$ cat config.mk
export PLATFORM = sky130hd
export DESIGN_NAME = quad_x_motor_mixer_unit
export DESIGN_NICKNAME = d
export VERILOG_FILES = /design/src/design/qxmm_pkg.sv /design/src/design/quad_x_motor_mixer_unit.sv /design/src/design/qxmm_cfg_regs.sv /design/src/design/qxmm_mix_core.sv
export SDC_FILE = /design/constraint.sdc
export NUM_CORES = 1
export LEC_CHECK = 0
export BUFFER_PORTS_ARGS = -buffer_cell sky130_fd_sc_hd__buf_2
export CORE_ASPECT_RATIO = 0.7
export CORE_MARGIN = 2
export CORE_UTILIZATION = 55
export DETAILED_ROUTE_END_ITERATION = 12
export GPL_TIMING_DRIVEN = 0
export HOLD_SLACK_MARGIN = 0.1
export PLACE_DENSITY_LB_ADDON = 0.25
export RECOVER_POWER = 100
export SYNTH_ARGS = -nofsm -noshare
export SYNTH_HDL_FRONTEND = slang
export SYNTH_SLANG_ARGS = --single-unit
$ cat constraint.sdc
create_clock -name clk -period 24.1 [get_ports clk]
set_clock_uncertainty 0.2 [all_clocks]
set_input_delay 4.82 -clock clk [delete_from_list [all_inputs] [get_ports clk]]
set_output_delay 4.82 -clock clk [all_outputs]
set_load 0.005 [all_outputs]
$ cat src/design/qxmm_pkg.sv
`timescale 1ns / 1ps
`default_nettype none

package qxmm_pkg;

    localparam int NUM_MOTORS = 4;
    localparam int SPEED_W    = 10;
    localparam int TERM_W     = 13;
    localparam int STEP_W     = 6;
    localparam int MIX_W      = 16;
    localparam int DIFF_W     = 12;

    typedef logic [SPEED_W-1:0] speed_t;
    typedef logic signed [TERM_W-1:0] term_t;
    typedef logic signed [MIX_W-1:0] mix_t;
    typedef logic signed [DIFF_W-1:0] diff_t;

    typedef enum logic [1:0] {
        MODE_IDLE       = 2'd0,
        MODE_NORMAL     = 2'd1,
        MODE_FIX_HEIGHT = 2'd2,
        MODE_FAIL       = 2'd3
    } mode_t;

    typedef enum logic [1:0] {
        REG_SPEED_LIMIT     = 2'd0,
        REG_YAW_LIMIT       = 2'd1,
        REG_THROTTLE_CUTOFF = 2'd2,
        REG_FAIL_STEP       = 2'd3
    } reg_index_t;

    localparam speed_t            SPEED_LIMIT_RST     = 10'd700;
    localparam speed_t            YAW_LIMIT_RST       = 10'd100;
    localparam speed_t            THROTTLE_CUTOFF_RST = 10'd50;
    localparam logic [STEP_W-1:0] FAIL_STEP_RST       = 6'd2;

    localparam int MOTOR_FL = 0;
    localparam int MOTOR_RL = 1;
    localparam int MOTOR_FR = 2;
    localparam int MOTOR_RR = 3;

    typedef struct packed {
        speed_t              speed_limit;
        speed_t              yaw_limit;
        speed_t              throttle_cutoff;
        logic [STEP_W-1:0]   fail_step;
    } cfg_t;

    typedef struct packed {
        mode_t  mode;
        speed_t throttle;
        term_t  pitch_term;
        term_t  roll_term;
        term_t  yaw_term;
        term_t  height_term;
    } item_t;

    typedef struct packed {
        speed_t [NUM_MOTORS-1:0] speeds;
        logic                    fail_done;
    } result_t;

endpackage

`default_nettype wire

$ cat src/design/quad_x_motor_mixer_unit.sv
`timescale 1ns / 1ps
`default_nettype none

// Quad X-frame motor mixer. One control period enters per transfer on the slave
// side and yields exactly one result transfer of four motor speeds and a
// fail-done flag. The path is an input register, one pass of mixing, yaw clamp,
// saturation and cutoff logic, and a result register, so a period passes
// through both registers before its result is valid, and a new period is taken every cycle as
// long as the result side keeps up. The result register also holds the stored
// motor speeds that fail mode ramps down; they reset to zero. Registers
// (speed_limit, yaw_limit, throttle_cutoff, fail_step at index 0..3) should be
// written only while no period is in flight.
module quad_x_motor_mixer_unit (
    input  wire logic        clk,
    input  wire logic        rst_n,

    input  wire logic        s_axis_tvalid,
    output      logic        s_axis_tready,
    input  wire logic [63:0] s_axis_tdata,   // throttle, pitch_term, roll_term,
                                             // yaw_term, height_term, zero pad
    input  wire logic [1:0]  s_axis_tuser,   // mode

    output      logic        m_axis_tvalid,
    input  wire logic        m_axis_tready,
    output      logic [47:0] m_axis_tdata,   // front_left_speed, rear_left_speed,
                                             // front_right_speed, rear_right_speed,
                                             // fail_done, zero pad
    input  wire logic        wr_en,
    input  wire logic [1:0]  wr_index,
    input  wire logic [9:0]  wr_data
);

    qxmm_pkg::cfg_t    cfg;
    qxmm_pkg::item_t   item_reg;
    qxmm_pkg::item_t   item_in;
    logic              in_valid_reg;
    logic              in_valid_next;
    logic              out_valid_reg;
    logic              out_valid_next;
    qxmm_pkg::result_t res;
    qxmm_pkg::result_t res_reg;
    logic              advance;
    logic              in_xfer;

    qxmm_cfg_regs u_cfg (
        .clk      (clk),
        .rst_n    (rst_n),
        .wr_en    (wr_en),
        .wr_index (wr_index),
        .wr_data  (wr_data),
        .cfg      (cfg)
    );

    qxmm_mix_core u_core (
        .item       (item_reg),
        .cfg        (cfg),
        .cur_speeds (res_reg.speeds),
        .result     (res)
    );

    always_comb
    begin
        item_in.mode        = qxmm_pkg::mode_t'(s_axis_tuser);
        item_in.throttle    = s_axis_tdata[9:0];
        item_in.pitch_term  = s_axis_tdata[22:10];
        item_in.roll_term   = s_axis_tdata[35:23];
        item_in.yaw_term    = s_axis_tdata[48:36];
        item_in.height_term = s_axis_tdata[61:49];
    end

    assign advance       = in_valid_reg && (!out_valid_reg || m_axis_tready);
    assign s_axis_tready = !in_valid_reg || advance;
    assign in_xfer       = s_axis_tvalid && s_axis_tready;

    always_comb
    begin
        in_valid_next = in_xfer || (in_valid_reg && !advance);
        out_valid_next = advance || (out_valid_reg && !m_axis_tready);
    end

    always_ff @(posedge clk or negedge rst_n)
    begin
        if (!rst_n)
        begin
            in_valid_reg  <= 1'b0;
            out_valid_reg <= 1'b0;
        end
        else
        begin
            in_valid_reg  <= in_valid_next;
            out_valid_reg <= out_valid_next;
        end
    end

    always_ff @(posedge clk)
    begin
        if (in_xfer)
            item_reg <= item_in;
    end

    // result register doubles as the stored motor speeds
    always_ff @(posedge clk or negedge rst_n)
    begin
        if (!rst_n)
            res_reg <= '0;
        else if (advance)
            res_reg <= res;
    end

    assign m_axis_tvalid = out_valid_reg;
    assign m_axis_tdata  = {7'd0, res_reg.fail_done,
                            res_reg.speeds[qxmm_pkg::MOTOR_RR],
                            res_reg.speeds[qxmm_pkg::MOTOR_FR],
                            res_reg.speeds[qxmm_pkg::MOTOR_RL],
                            res_reg.speeds[qxmm_pkg::MOTOR_FL]};

    a_done_zero: assert property (@(posedge clk) disable iff (!rst_n)
        res_reg.fail_done |-> (res_reg.speeds == '0))
        else $error("fail_done with nonzero speed");

    a_stall_holds_item: assert property (@(posedge clk) disable iff (!rst_n)
        !s_axis_tready |-> in_valid_reg)
        else $error("input stalled with empty input register");

    a_advance_fills_out: assert property (@(posedge clk) disable iff (!rst_n)
        advance |=> out_valid_reg)
        else $error("result lost after advance");

    a_held_item_kept: assert property (@(posedge clk) disable iff (!rst_n)
        (in_valid_reg && !advance) |=> in_valid_reg && $stable(item_reg))
        else $error("pending item dropped");

endmodule

`default_nettype wire

$ cat src/design/qxmm_cfg_regs.sv
`timescale 1ns / 1ps
`default_nettype none

module qxmm_cfg_regs (
    input  wire logic                   clk,
    input  wire logic                   rst_n,
    input  wire logic                   wr_en,
    input  wire logic [1:0]             wr_index,
    input  wire logic [9:0]             wr_data,
    output qxmm_pkg::cfg_t              cfg
);

    qxmm_pkg::cfg_t cfg_reg;
    qxmm_pkg::cfg_t cfg_next;

    always_comb
    begin
        cfg_next = cfg_reg;
        if (wr_en)
        begin
            case (qxmm_pkg::reg_index_t'(wr_index))
                qxmm_pkg::REG_SPEED_LIMIT:     cfg_next.speed_limit = wr_data;
                qxmm_pkg::REG_YAW_LIMIT:       cfg_next.yaw_limit = wr_data;
                qxmm_pkg::REG_THROTTLE_CUTOFF: cfg_next.throttle_cutoff = wr_data;
                qxmm_pkg::REG_FAIL_STEP:
                    cfg_next.fail_step = wr_data[qxmm_pkg::STEP_W-1:0];
                default:                       cfg_next = cfg_reg;
            endcase
        end
    end

    always_ff @(posedge clk or negedge rst_n)
    begin
        if (!rst_n)
        begin
            cfg_reg.speed_limit     <= qxmm_pkg::SPEED_LIMIT_RST;
            cfg_reg.yaw_limit       <= qxmm_pkg::YAW_LIMIT_RST;
            cfg_reg.throttle_cutoff <= qxmm_pkg::THROTTLE_CUTOFF_RST;
            cfg_reg.fail_step       <= qxmm_pkg::FAIL_STEP_RST;
        end
        else
        begin
            cfg_reg <= cfg_next;
        end
    end

    assign cfg = cfg_reg;

endmodule

`default_nettype wire

$ cat src/design/qxmm_mix_core.sv
`timescale 1ns / 1ps
`default_nettype none

module qxmm_mix_core (
    input  wire qxmm_pkg::item_t                             item,
    input  wire qxmm_pkg::cfg_t                              cfg,
    input  wire qxmm_pkg::speed_t [qxmm_pkg::NUM_MOTORS-1:0] cur_speeds,
    output qxmm_pkg::result_t                                result
);

    function automatic qxmm_pkg::mix_t sext_term(input qxmm_pkg::term_t v);
        sext_term = qxmm_pkg::mix_t'(v);
    endfunction

    function automatic qxmm_pkg::mix_t zext_speed(input qxmm_pkg::speed_t v);
        zext_speed = qxmm_pkg::mix_t'({1'b0, v});
    endfunction

    qxmm_pkg::mix_t thr;
    qxmm_pkg::mix_t p;
    qxmm_pkg::mix_t r;
    qxmm_pkg::mix_t y_raw;
    qxmm_pkg::mix_t y;
    qxmm_pkg::mix_t h;
    qxmm_pkg::mix_t y_lim;
    qxmm_pkg::mix_t s_lim;
    qxmm_pkg::mix_t mix [qxmm_pkg::NUM_MOTORS];
    qxmm_pkg::diff_t diff [qxmm_pkg::NUM_MOTORS];
    logic fail_all_low;
    logic cut;

    always_comb
    begin
        thr   = zext_speed(item.throttle);
        p     = sext_term(item.pitch_term);
        r     = sext_term(item.roll_term);
        y_raw = sext_term(item.yaw_term);
        y_lim = zext_speed(cfg.yaw_limit);
        s_lim = zext_speed(cfg.speed_limit);
        h     = (item.mode == qxmm_pkg::MODE_FIX_HEIGHT) ? sext_term(item.height_term)
                                                          : '0;

        // symmetric yaw clamp
        if (y_raw > y_lim)
            y = y_lim;
        else if (y_raw < -y_lim)
            y = -y_lim;
        else
            y = y_raw;

        fail_all_low = 1'b1;
        for (int i = 0; i < qxmm_pkg::NUM_MOTORS; i++)
        begin
            diff[i] = qxmm_pkg::diff_t'({1'b0, cur_speeds[i]})
                    - qxmm_pkg::diff_t'({1'b0, cfg.fail_step});
            if (!diff[i][qxmm_pkg::DIFF_W-1] && (diff[i] != '0))
                fail_all_low = 1'b0;
        end

        result.fail_done = 1'b0;
        case (item.mode)
            qxmm_pkg::MODE_IDLE:
            begin
                for (int i = 0; i < qxmm_pkg::NUM_MOTORS; i++)
                    mix[i] = '0;
            end
            qxmm_pkg::MODE_FAIL:
            begin
                for (int i = 0; i < qxmm_pkg::NUM_MOTORS; i++)
                    mix[i] = qxmm_pkg::mix_t'(diff[i]);
                result.fail_done = fail_all_low;
            end
            default:
            begin
                mix[qxmm_pkg::MOTOR_FL] = thr + p - r + y + h;
                mix[qxmm_pkg::MOTOR_RL] = thr - p - r - y + h;
                mix[qxmm_pkg::MOTOR_FR] = thr + p + r - y + h;
                mix[qxmm_pkg::MOTOR_RR] = thr - p + r + y + h;
            end
        endcase

        cut = (item.throttle < cfg.throttle_cutoff);

        // saturate to 0..speed_limit, then throttle cutoff
        for (int i = 0; i < qxmm_pkg::NUM_MOTORS; i++)
        begin
            if (cut || mix[i] < 0)
                result.speeds[i] = '0;
            else if (mix[i] > s_lim)
                result.speeds[i] = cfg.speed_limit;
            else
                result.speeds[i] = mix[i][qxmm_pkg::SPEED_W-1:0];
        end
    end

endmodule

`default_nettype wire

==> results of run 1 <==
## cell families (layout without fill, tap and decap cells)
| kind of cell | after synthesis | count (layout) | synth area share (%) |
|---|---|---|---|
| compound gates | 481 | 481 | 18.79 |
| simple gates | 452 | 452 | 13.55 |
| other cells | 1 | 8 | 0.02233 |
| fa+ha+maj | 310 | 310 | 26.13 |
| buf+inv | 260 | 417 | 6.424 |
| xor+xnor | 133 | 133 | 7.020 |
| mux | 75 | 75 | 4.754 |
| flops | 143 | 143 | 23.32 |
## layout make-up
cell class | count | area, um2
Antenna cell | 1 | 2.502
Sequential cell | 143 | 3915
Multi-Input combinational cell | 1458 | 11830
Timing Repair Buffer | 125 | 576.8
Inverter | 211 | 792.0
Fill cell | 2668 | 11540
Buffer | 49 | 275.3
Tap cell | 412 | 515.5
Clock buffer | 18 | 429.2
Clock inverter | 14 | 167.7
## metal layers
layer,global-route usage (%),vias up,share of wire (%)
met5,0,-,0
met4,7.797,0,1.7
met3,9.929,40,11
met2,49.02,615,40
met1,50.51,7097,47
li1,-,6873,-
## cell usage in the layout, fill, tap and decap left out, drive strengths merged, types with 68 or more instances in the layout
master,count
ha,241
inv,212
o21ai,124
nand2,118
nor2,110
a21oi,105
buf,98
clkbuf,93
xnor2,85
fa,68
## metrics by stage
stage | cell area [um2] | hold slack (ps) | instances | total power, uW
2_1_floorplan | 16810 | 269.8 | 1861 | 1693
3_3_place_gp | 17940 | 270.6 | 2396 | 2191
3_5_place_dp | 17990 | 293.8 | 2398 | 2218
4_1_cts | 18590 | 311.3 | 2430 | 2515
5_1_grt | 18500 | 333.7 | 2430 | 2756
6_report | 18500 | 314.9 | 2431 | 2563
## synthesized netlist by cell type, types with 9 or more instances
| master | n |
|---|---|
| ha_1 | 241 |
| inv_1 | 210 |
| nand2_1 | 117 |
| o21ai_0 | 115 |
| nor2_1 | 110 |
| a21oi_1 | 105 |
| xnor2_1 | 85 |
| fa_1 | 68 |
| dfrtp_1 | 66 |
| edfxtp_1 | 64 |
| xor2_1 | 47 |
| a21o_1 | 41 |
| nand2b_1 | 39 |
| mux2_2 | 38 |
| mux2i_1 | 37 |
| nor3_1 | 36 |
| nand3_1 | 28 |
| nor2b_1 | 28 |
| o22ai_1 | 27 |
| clkbuf_1 | 26 |
| o21a_1 | 21 |
| o21bai_1 | 21 |
| a211oi_1 | 20 |
| o31ai_1 | 17 |
| nand4_1 | 15 |
| and3_1 | 14 |
| dfstp_2 | 13 |
| a21boi_0 | 12 |
| a22o_1 | 11 |
| nand3b_1 | 9 |
| o21ai_1 | 9 |
## worst reg2reg max path: cells and delay by family (launching register included)
family,cells,cell delay [ps]
AO/OA/AOI/OAI,14,3660
XOR/XNOR,1,230
multiplexers,1,410
flip-flops,1,450
buffers and inverters,5,1820
adder cells (fa/ha/maj),5,1750
AND/OR/NAND/NOR,13,2820
## where the power goes
group,internal (uW),switching [uW]
sequential,305,57.2
combinational,775,1150
clock,162,117
total,1240,1320
## how the worst max path moves through the flow
stage                                        end  cells past startpoint                 startpoint  slack, ps
finish              m_axis_tdata[30]$_DFFE_PN0P_                     39  u_cfg.cfg[17]$_DFFE_PN0P_      12710
global route        m_axis_tdata[30]$_DFFE_PN0P_                     39  u_cfg.cfg[17]$_DFFE_PN0P_      12300
CTS                 m_axis_tdata[30]$_DFFE_PN0P_                     39  u_cfg.cfg[16]$_DFFE_PN0P_      13570
detailed placement  m_axis_tdata[30]$_DFFE_PN0P_                     37  u_cfg.cfg[18]$_DFFE_PN1P_      13650
global placement    m_axis_tdata[30]$_DFFE_PN0P_                     39  u_cfg.cfg[17]$_DFFE_PN0P_      13640
floorplan                          s_axis_tready                      1              m_axis_tready      14090
==> out/metrics.cfg, run 1 <==
[logic_synthesis]
ys_seq_elements=143
synth.top_cell.area_share_pct=17.96
async_flop_share_pct=55.24
yosysWarnings=0
synth-edff-count=64
synthFlopType=dfrtp_1
synth_area_leader_cell=ha_1
synthesis.area_um2=16790
synth.area.top_cells=ha_1 (18%), edfxtp_1 (11%), dfrtp_1 (9.8%), fa_1 (8.1%), inv_1 (4.7%)
postSynthCellCount=1855
yosysSeqAreaShare_pct=23.32
synth.avg_cell_area_um2=9.051
yosysUniqueCellTypes=94

[global_route]
antenna_found_initial=0
grt_pass1_wl_um=81390
grt_max_degree=65
grt_pass1_vias=14090
grt.total_usage_pct=34.23
grt_overflow_total=0

[hold_path]
hp-start=m_axis_tdata[24]$_DFFE_PN0P_
hold_class=reg -> reg
hold_depth=2
min_to=m_axis_tdata[24]$_DFFE_PN0P_

[clock_tree]
cts.sinks=143
cts_resized=0
clockRootBuffer=clkbuf_16
cts.htree.levels=4
post_cts_buffers=0
clk_latency_ps=460
path_clk_slew_ps=70
cts_tree=yes
cts_buffers=17
cts_hold_buf=0
cts_buffer_depth=2

[worst_setup_path]
r2r-end=m_axis_tdata[30]$_DFFE_PN0P_
crit_buf_inv=5
critPathMaxFanout=10
worstReg2RegStart=u_cfg.cfg[17]$_DFFE_PN0P_
start_kind=flip-flop
critPathSlowestCell=a32oi_1
critPathTopFamily=compound AO/OA/AOI/OAI gates
crit_required_ps=24270
cpPeakStageDelay_ps=1080
critPathArrivalTime_ps=11560
r2r_cells=39
critPathKind=reg -> reg
r2r_setup_slack_ps=12710
end_kind=flip-flop

[floorplanning]
dieArea_um2=31960
core_area_um2=30040
rows=53
die_x_um=212.8
start_util_pct=55.89
die_y_um=150.2
pin_count=133

[final_layout]
drive_above_1_share_pct=10.31
fin_util_pct=61.59
area_growth_pct=10.19
largest_reg_flops=64
nets=2397

[placed_design]
hpwl_um=44010
port_buffers=123
gp_congestion=0.9845
dp_slack_ps=13650

[sta]
finalWorstSetupSlack_ps=12710
finalCritPeriodShare_pct=47.26
hold_viol=0
drv_slew=147
worst_pin_slew_ps=4152
finalSetupTns_ps=0
relSlewSlack_pct=-176.9
rsz0062_at_grt=false
max_freq_mhz=87.81
period_needed_ps=11390
setup_viol=0

[route]
avgViaCountPerCell=6.016
dr_total_vias=14625
first_pass_iters=5
finalWirelength_um=53210
wl_per_cell_um=21.89
drc=0
ant_nets=0
drt_iter0_markers=1372

[status]
violations=max-capacitance violations, max-slew violations
status=finished, violations left

[power_and_ir_drop]
irDropWorstVdd_v=0.00007650
leakage_uw=0.008709
power.density_nw_per_um2=138.6

[run]
maxCapViolations=3

(Power assumes the default switching activity.)
==> run 2: changes to the inputs <==
- ABC_AREA: not set -> 1
- clock period: 24.1 -> 10.75 ns (I/O delays scaled with it)
==> run 2 against run 1 <==
The flow still finishes with violations (max-capacitance violations, max-slew violations); final area is 0.71% higher; synthesized cell count is 18% higher; final cell count is 14% higher; critical path depth is 4 higher; highest routed layer unchanged.
==> out/metrics.cfg, run 2 <==
[status]
status=finished, violations left  ; unchanged
violations=max-capacitance violations, max-slew violations  ; unchanged

[final_layout]
final_cell_mix=inv_1 (394), nand2_1 (372), ha_1 (241)  ; was ha_1 (241), inv_1 (210), o21ai_0 (118)
final_common_cell=inv_1  ; was ha_1
nets=2740  ; was 2397
area_growth_pct=10.12  ; was 10.19%
fin_util_pct=61.75  ; was 61.59%
drive_above_1_share_pct=7.751  ; was 10.31%
largest_reg_flops=64  ; unchanged
stdcell_area_um2=18630  ; was 18500 um2
diodes=0  ; was 1

[worst_setup_path]
worstReg2RegStart=u_cfg.cfg[16]$_DFFE_PN0P_  ; was u_cfg.cfg[17]$_DFFE_PN0P_
r2r_cells=43  ; was 39
critPathArrivalTime_ps=10380  ; was 11560 ps
critPathKind=reg -> reg  ; unchanged
start_kind=flip-flop  ; unchanged
r2r_setup_slack_ps=510  ; was 12710 ps
worstSetupStartpoint=u_cfg.cfg[16]$_DFFE_PN0P_  ; was u_cfg.cfg[17]$_DFFE_PN0P_
cpPeakStageDelay_ps=910  ; was 1080 ps
end_kind=flip-flop  ; unchanged
critPathMaxFanout=10  ; unchanged
critPathSlowestCell=o311ai_0  ; was a32oi_1
crit_required_ps=10890  ; was 24270 ps

[logic_synthesis]
yosysSeqAreaShare_pct=23.14  ; was 23.32%
yosysWarnings=0  ; unchanged
synthesis.area_um2=16920  ; was 16790 um2
synth_area_leader_cell=ha_1  ; unchanged
synth.avg_cell_area_um2=7.697  ; was 9.051 um2
yosysUniqueCellTypes=61  ; was 94
async_flop_share_pct=55.24  ; unchanged
ys_seq_elements=143  ; unchanged
synth.most_common_cell=inv_1  ; was ha_1
ys_top_cells_by_count=inv_1 (394), nand2_1 (371), ha_1 (241), a21oi_1 (191), o21ai_0 (150)  ; was ha_1 (241), inv_1 (210), nand2_1 (117), o21ai_0 (115), nor2_1 (110)
synthFlopType=dfrtp_1  ; unchanged
synth.area.top_cells=ha_1 (18%), edfxtp_1 (11%), dfrtp_1 (9.8%), inv_1 (8.7%), nand2_1 (8.2%)  ; was ha_1 (18%), edfxtp_1 (11%), dfrtp_1 (9.8%), fa_1 (8.1%), inv_1 (4.7%)
synth.top_cell.area_share_pct=17.82  ; was 17.96%
synth-edff-count=64  ; unchanged
postSynthCellCount=2198  ; was 1855

[sta]
drv_slew=110  ; was 147
max_freq_mhz=97.64  ; was 87.81 MHz
setup_viol=0  ; unchanged
worst_hold_slack_ps=291.4  ; was 314.9 ps
finalWorstSetupSlack_ps=508.1  ; was 12710 ps
worst_pin_slew_ps=3559  ; was 4152 ps
period_needed_ps=10240  ; was 11390 ps
finalSetupTns_ps=0  ; unchanged
rsz0062_at_grt=false  ; unchanged
finalCritPeriodShare_pct=95.27  ; was 47.26%
hold_viol=0  ; unchanged
relSlewSlack_pct=-137.3  ; was -176.9%

[power_and_ir_drop]
p_clk_share_pct=10.7  ; was 10.9%
p_seq_share_pct=13.6  ; was 14.1%
p_sw_share_pct=55.85  ; was 51.55%
combPwrFrac_pct=75.7  ; was 75.0%
p_int_uw=2560  ; was 1242 uW
power.density_nw_per_um2=311.2  ; was 138.6 nW/um2
p_switching_uw=3238  ; was 1321 uW
irDropWorstVdd_v=0.0001344  ; was 0.00007650 V
leakage_uw=0.009813  ; was 0.008709 uW

[global_route]
antenna_found_initial=0  ; unchanged
grt.total_usage_pct=34.03  ; was 34.23%
grt_overflow_total=0  ; unchanged
grt_pass1_wl_um=81870  ; was 81390 um
grt_pass1_vias=14943  ; was 14090
grt_max_degree=64  ; was 65

[placed_design]
port_buffers=123  ; unchanged
gp_congestion=0.9683  ; was 0.9845
placed_area_um2=18120  ; was 17990 um2
dp_slack_ps=341.1  ; was 13650 ps
hpwl_um=44420  ; was 44010 um

[route]
wl_per_cell_um=19.14  ; was 21.89 um
avgViaCountPerCell=5.657  ; was 6.016
drt_iter0_markers=1650  ; was 1372
drc=0  ; unchanged
finalWirelength_um=53090  ; was 53210 um
ant_nets=0  ; unchanged
dr_total_vias=15686  ; was 14625
first_pass_iters=6  ; was 5

[clock_tree]
cts_tree=yes  ; unchanged
cts_buffer_depth=2  ; unchanged
post_cts_buffers=0  ; unchanged
clk_latency_ps=470  ; was 460 ps
cts_buffers=17  ; unchanged
path_clk_slew_ps=80  ; was 70 ps
clockRootBuffer=clkbuf_16  ; unchanged
cts_resized=0  ; unchanged
cts_hold_buf=0  ; unchanged
cts.htree.levels=4  ; unchanged
cts.sinks=143  ; unchanged

[floorplanning]
rows=53  ; unchanged
dieArea_um2=32200  ; was 31960 um2
core_area_um2=30170  ; was 30040 um2
die_y_um=150.7  ; was 150.2 um
die_x_um=213.6  ; was 212.8 um
pin_count=133  ; unchanged
start_util_pct=56.07  ; was 55.89%

[hold_path]
hold_class=reg -> reg  ; unchanged
hold_depth=2  ; unchanged
hp-start=u_cfg.cfg[35]$_DFFE_PN1P_  ; was m_axis_tdata[24]$_DFFE_PN0P_

[run]
maxCapViolations=2  ; was 3

==> run 2: changes by cell type after synthesis, sizes merged, moves of 38 or more <==
cell / change
a21oi: +89
nand2: +266
xor2: +63
inv: +186
xnor2: -63
nand3: +88
mux2: -38
nand2b: -39
==> run 2: final cells by class <==
| cell class | instances | area [um2] |
|---|---|---|
| sequential | 143 | 3915 |
| timing repair buffer | 125 | 566.8 |
| multi-input combinational | 1619 | 11340 |
| clock inverter | 14 | 147.6 |
| inverter | 397 | 1490 |
| buffer | 45 | 214.0 |
| fill | 2797 | 11540 |
| clock buffer | 18 | 439.2 |
| tap | 412 | 515.5 |
==> run 2: metrics by stage <==
step / cells / power [uW]
6_report: 2773 / 5798
5_1_grt: 2773 / 6336
4_1_cts: 2773 / 5673
3_5_place_dp: 2741 / 5024
3_3_place_gp: 2739 / 4948
2_1_floorplan: 2204 / 3837
==> run 2: cell families (layout without fill, tap and decap cells) <==
kind of cell / Yosys count / count (layout) / synth area share, %
AO/OA/AOI/OAI: 464 / 464 / 15.52
adder cells (fa/ha/maj): 309 / 309 / 25.87
XOR/XNOR: 132 / 132 / 6.878
flip-flops: 143 / 143 / 23.14
buffers and inverters: 442 / 599 / 10.08
AND/OR/NAND/NOR: 707 / 707 / 18.50
other: 1 / 7 / 0.02216
==> run 2: final timing paths <==
path                                                      to
worst max-delay path            m_axis_tdata[39]$_DFFE_PN0P_
worst min-delay path               u_cfg.cfg[35]$_DFFE_PN1P_
worst max register to register  m_axis_tdata[39]$_DFFE_PN0P_
worst min register to register     u_cfg.cfg[35]$_DFFE_PN1P_
max in group asynchronous       m_axis_tdata[17]$_DFFE_PN0P_
min in group asynchronous          u_cfg.cfg[15]$_DFFE_PN0P_
==> run 2: layer usage <==
metal	part of all wire (%)	wire [um]	vias to the layer above	track usage, %
li1	-	-	7548	-
met1	48	25420	7380	51.75
met2	40	21110	702	48.25
met3	11	5854	56	8.469
met4	1.3	711	0	7.153
met5	0	0	-	0
==> run 2: power groups by stage <==
stage | registers (uW) | clock network, uW | logic (uW)
after detailed placement | 790 | 0 | 4230
after global routing | 799 | 648 | 4890
after floorplan | 765 | 0 | 3070
after global placement | 789 | 0 | 4160
after CTS | 781 | 627 | 4270
final | 786 | 621 | 4390
==> run 2: worst max-delay path, delay by kind of cell (launching register included) <==
family | cells | cell delay, ps
buffers and inverters | 10 | 1620
AOI/OAI and AO/OA | 13 | 4240
adders and majority gates | 5 | 1810
and+or+nand+nor | 15 | 1820
DFF | 1 | 420
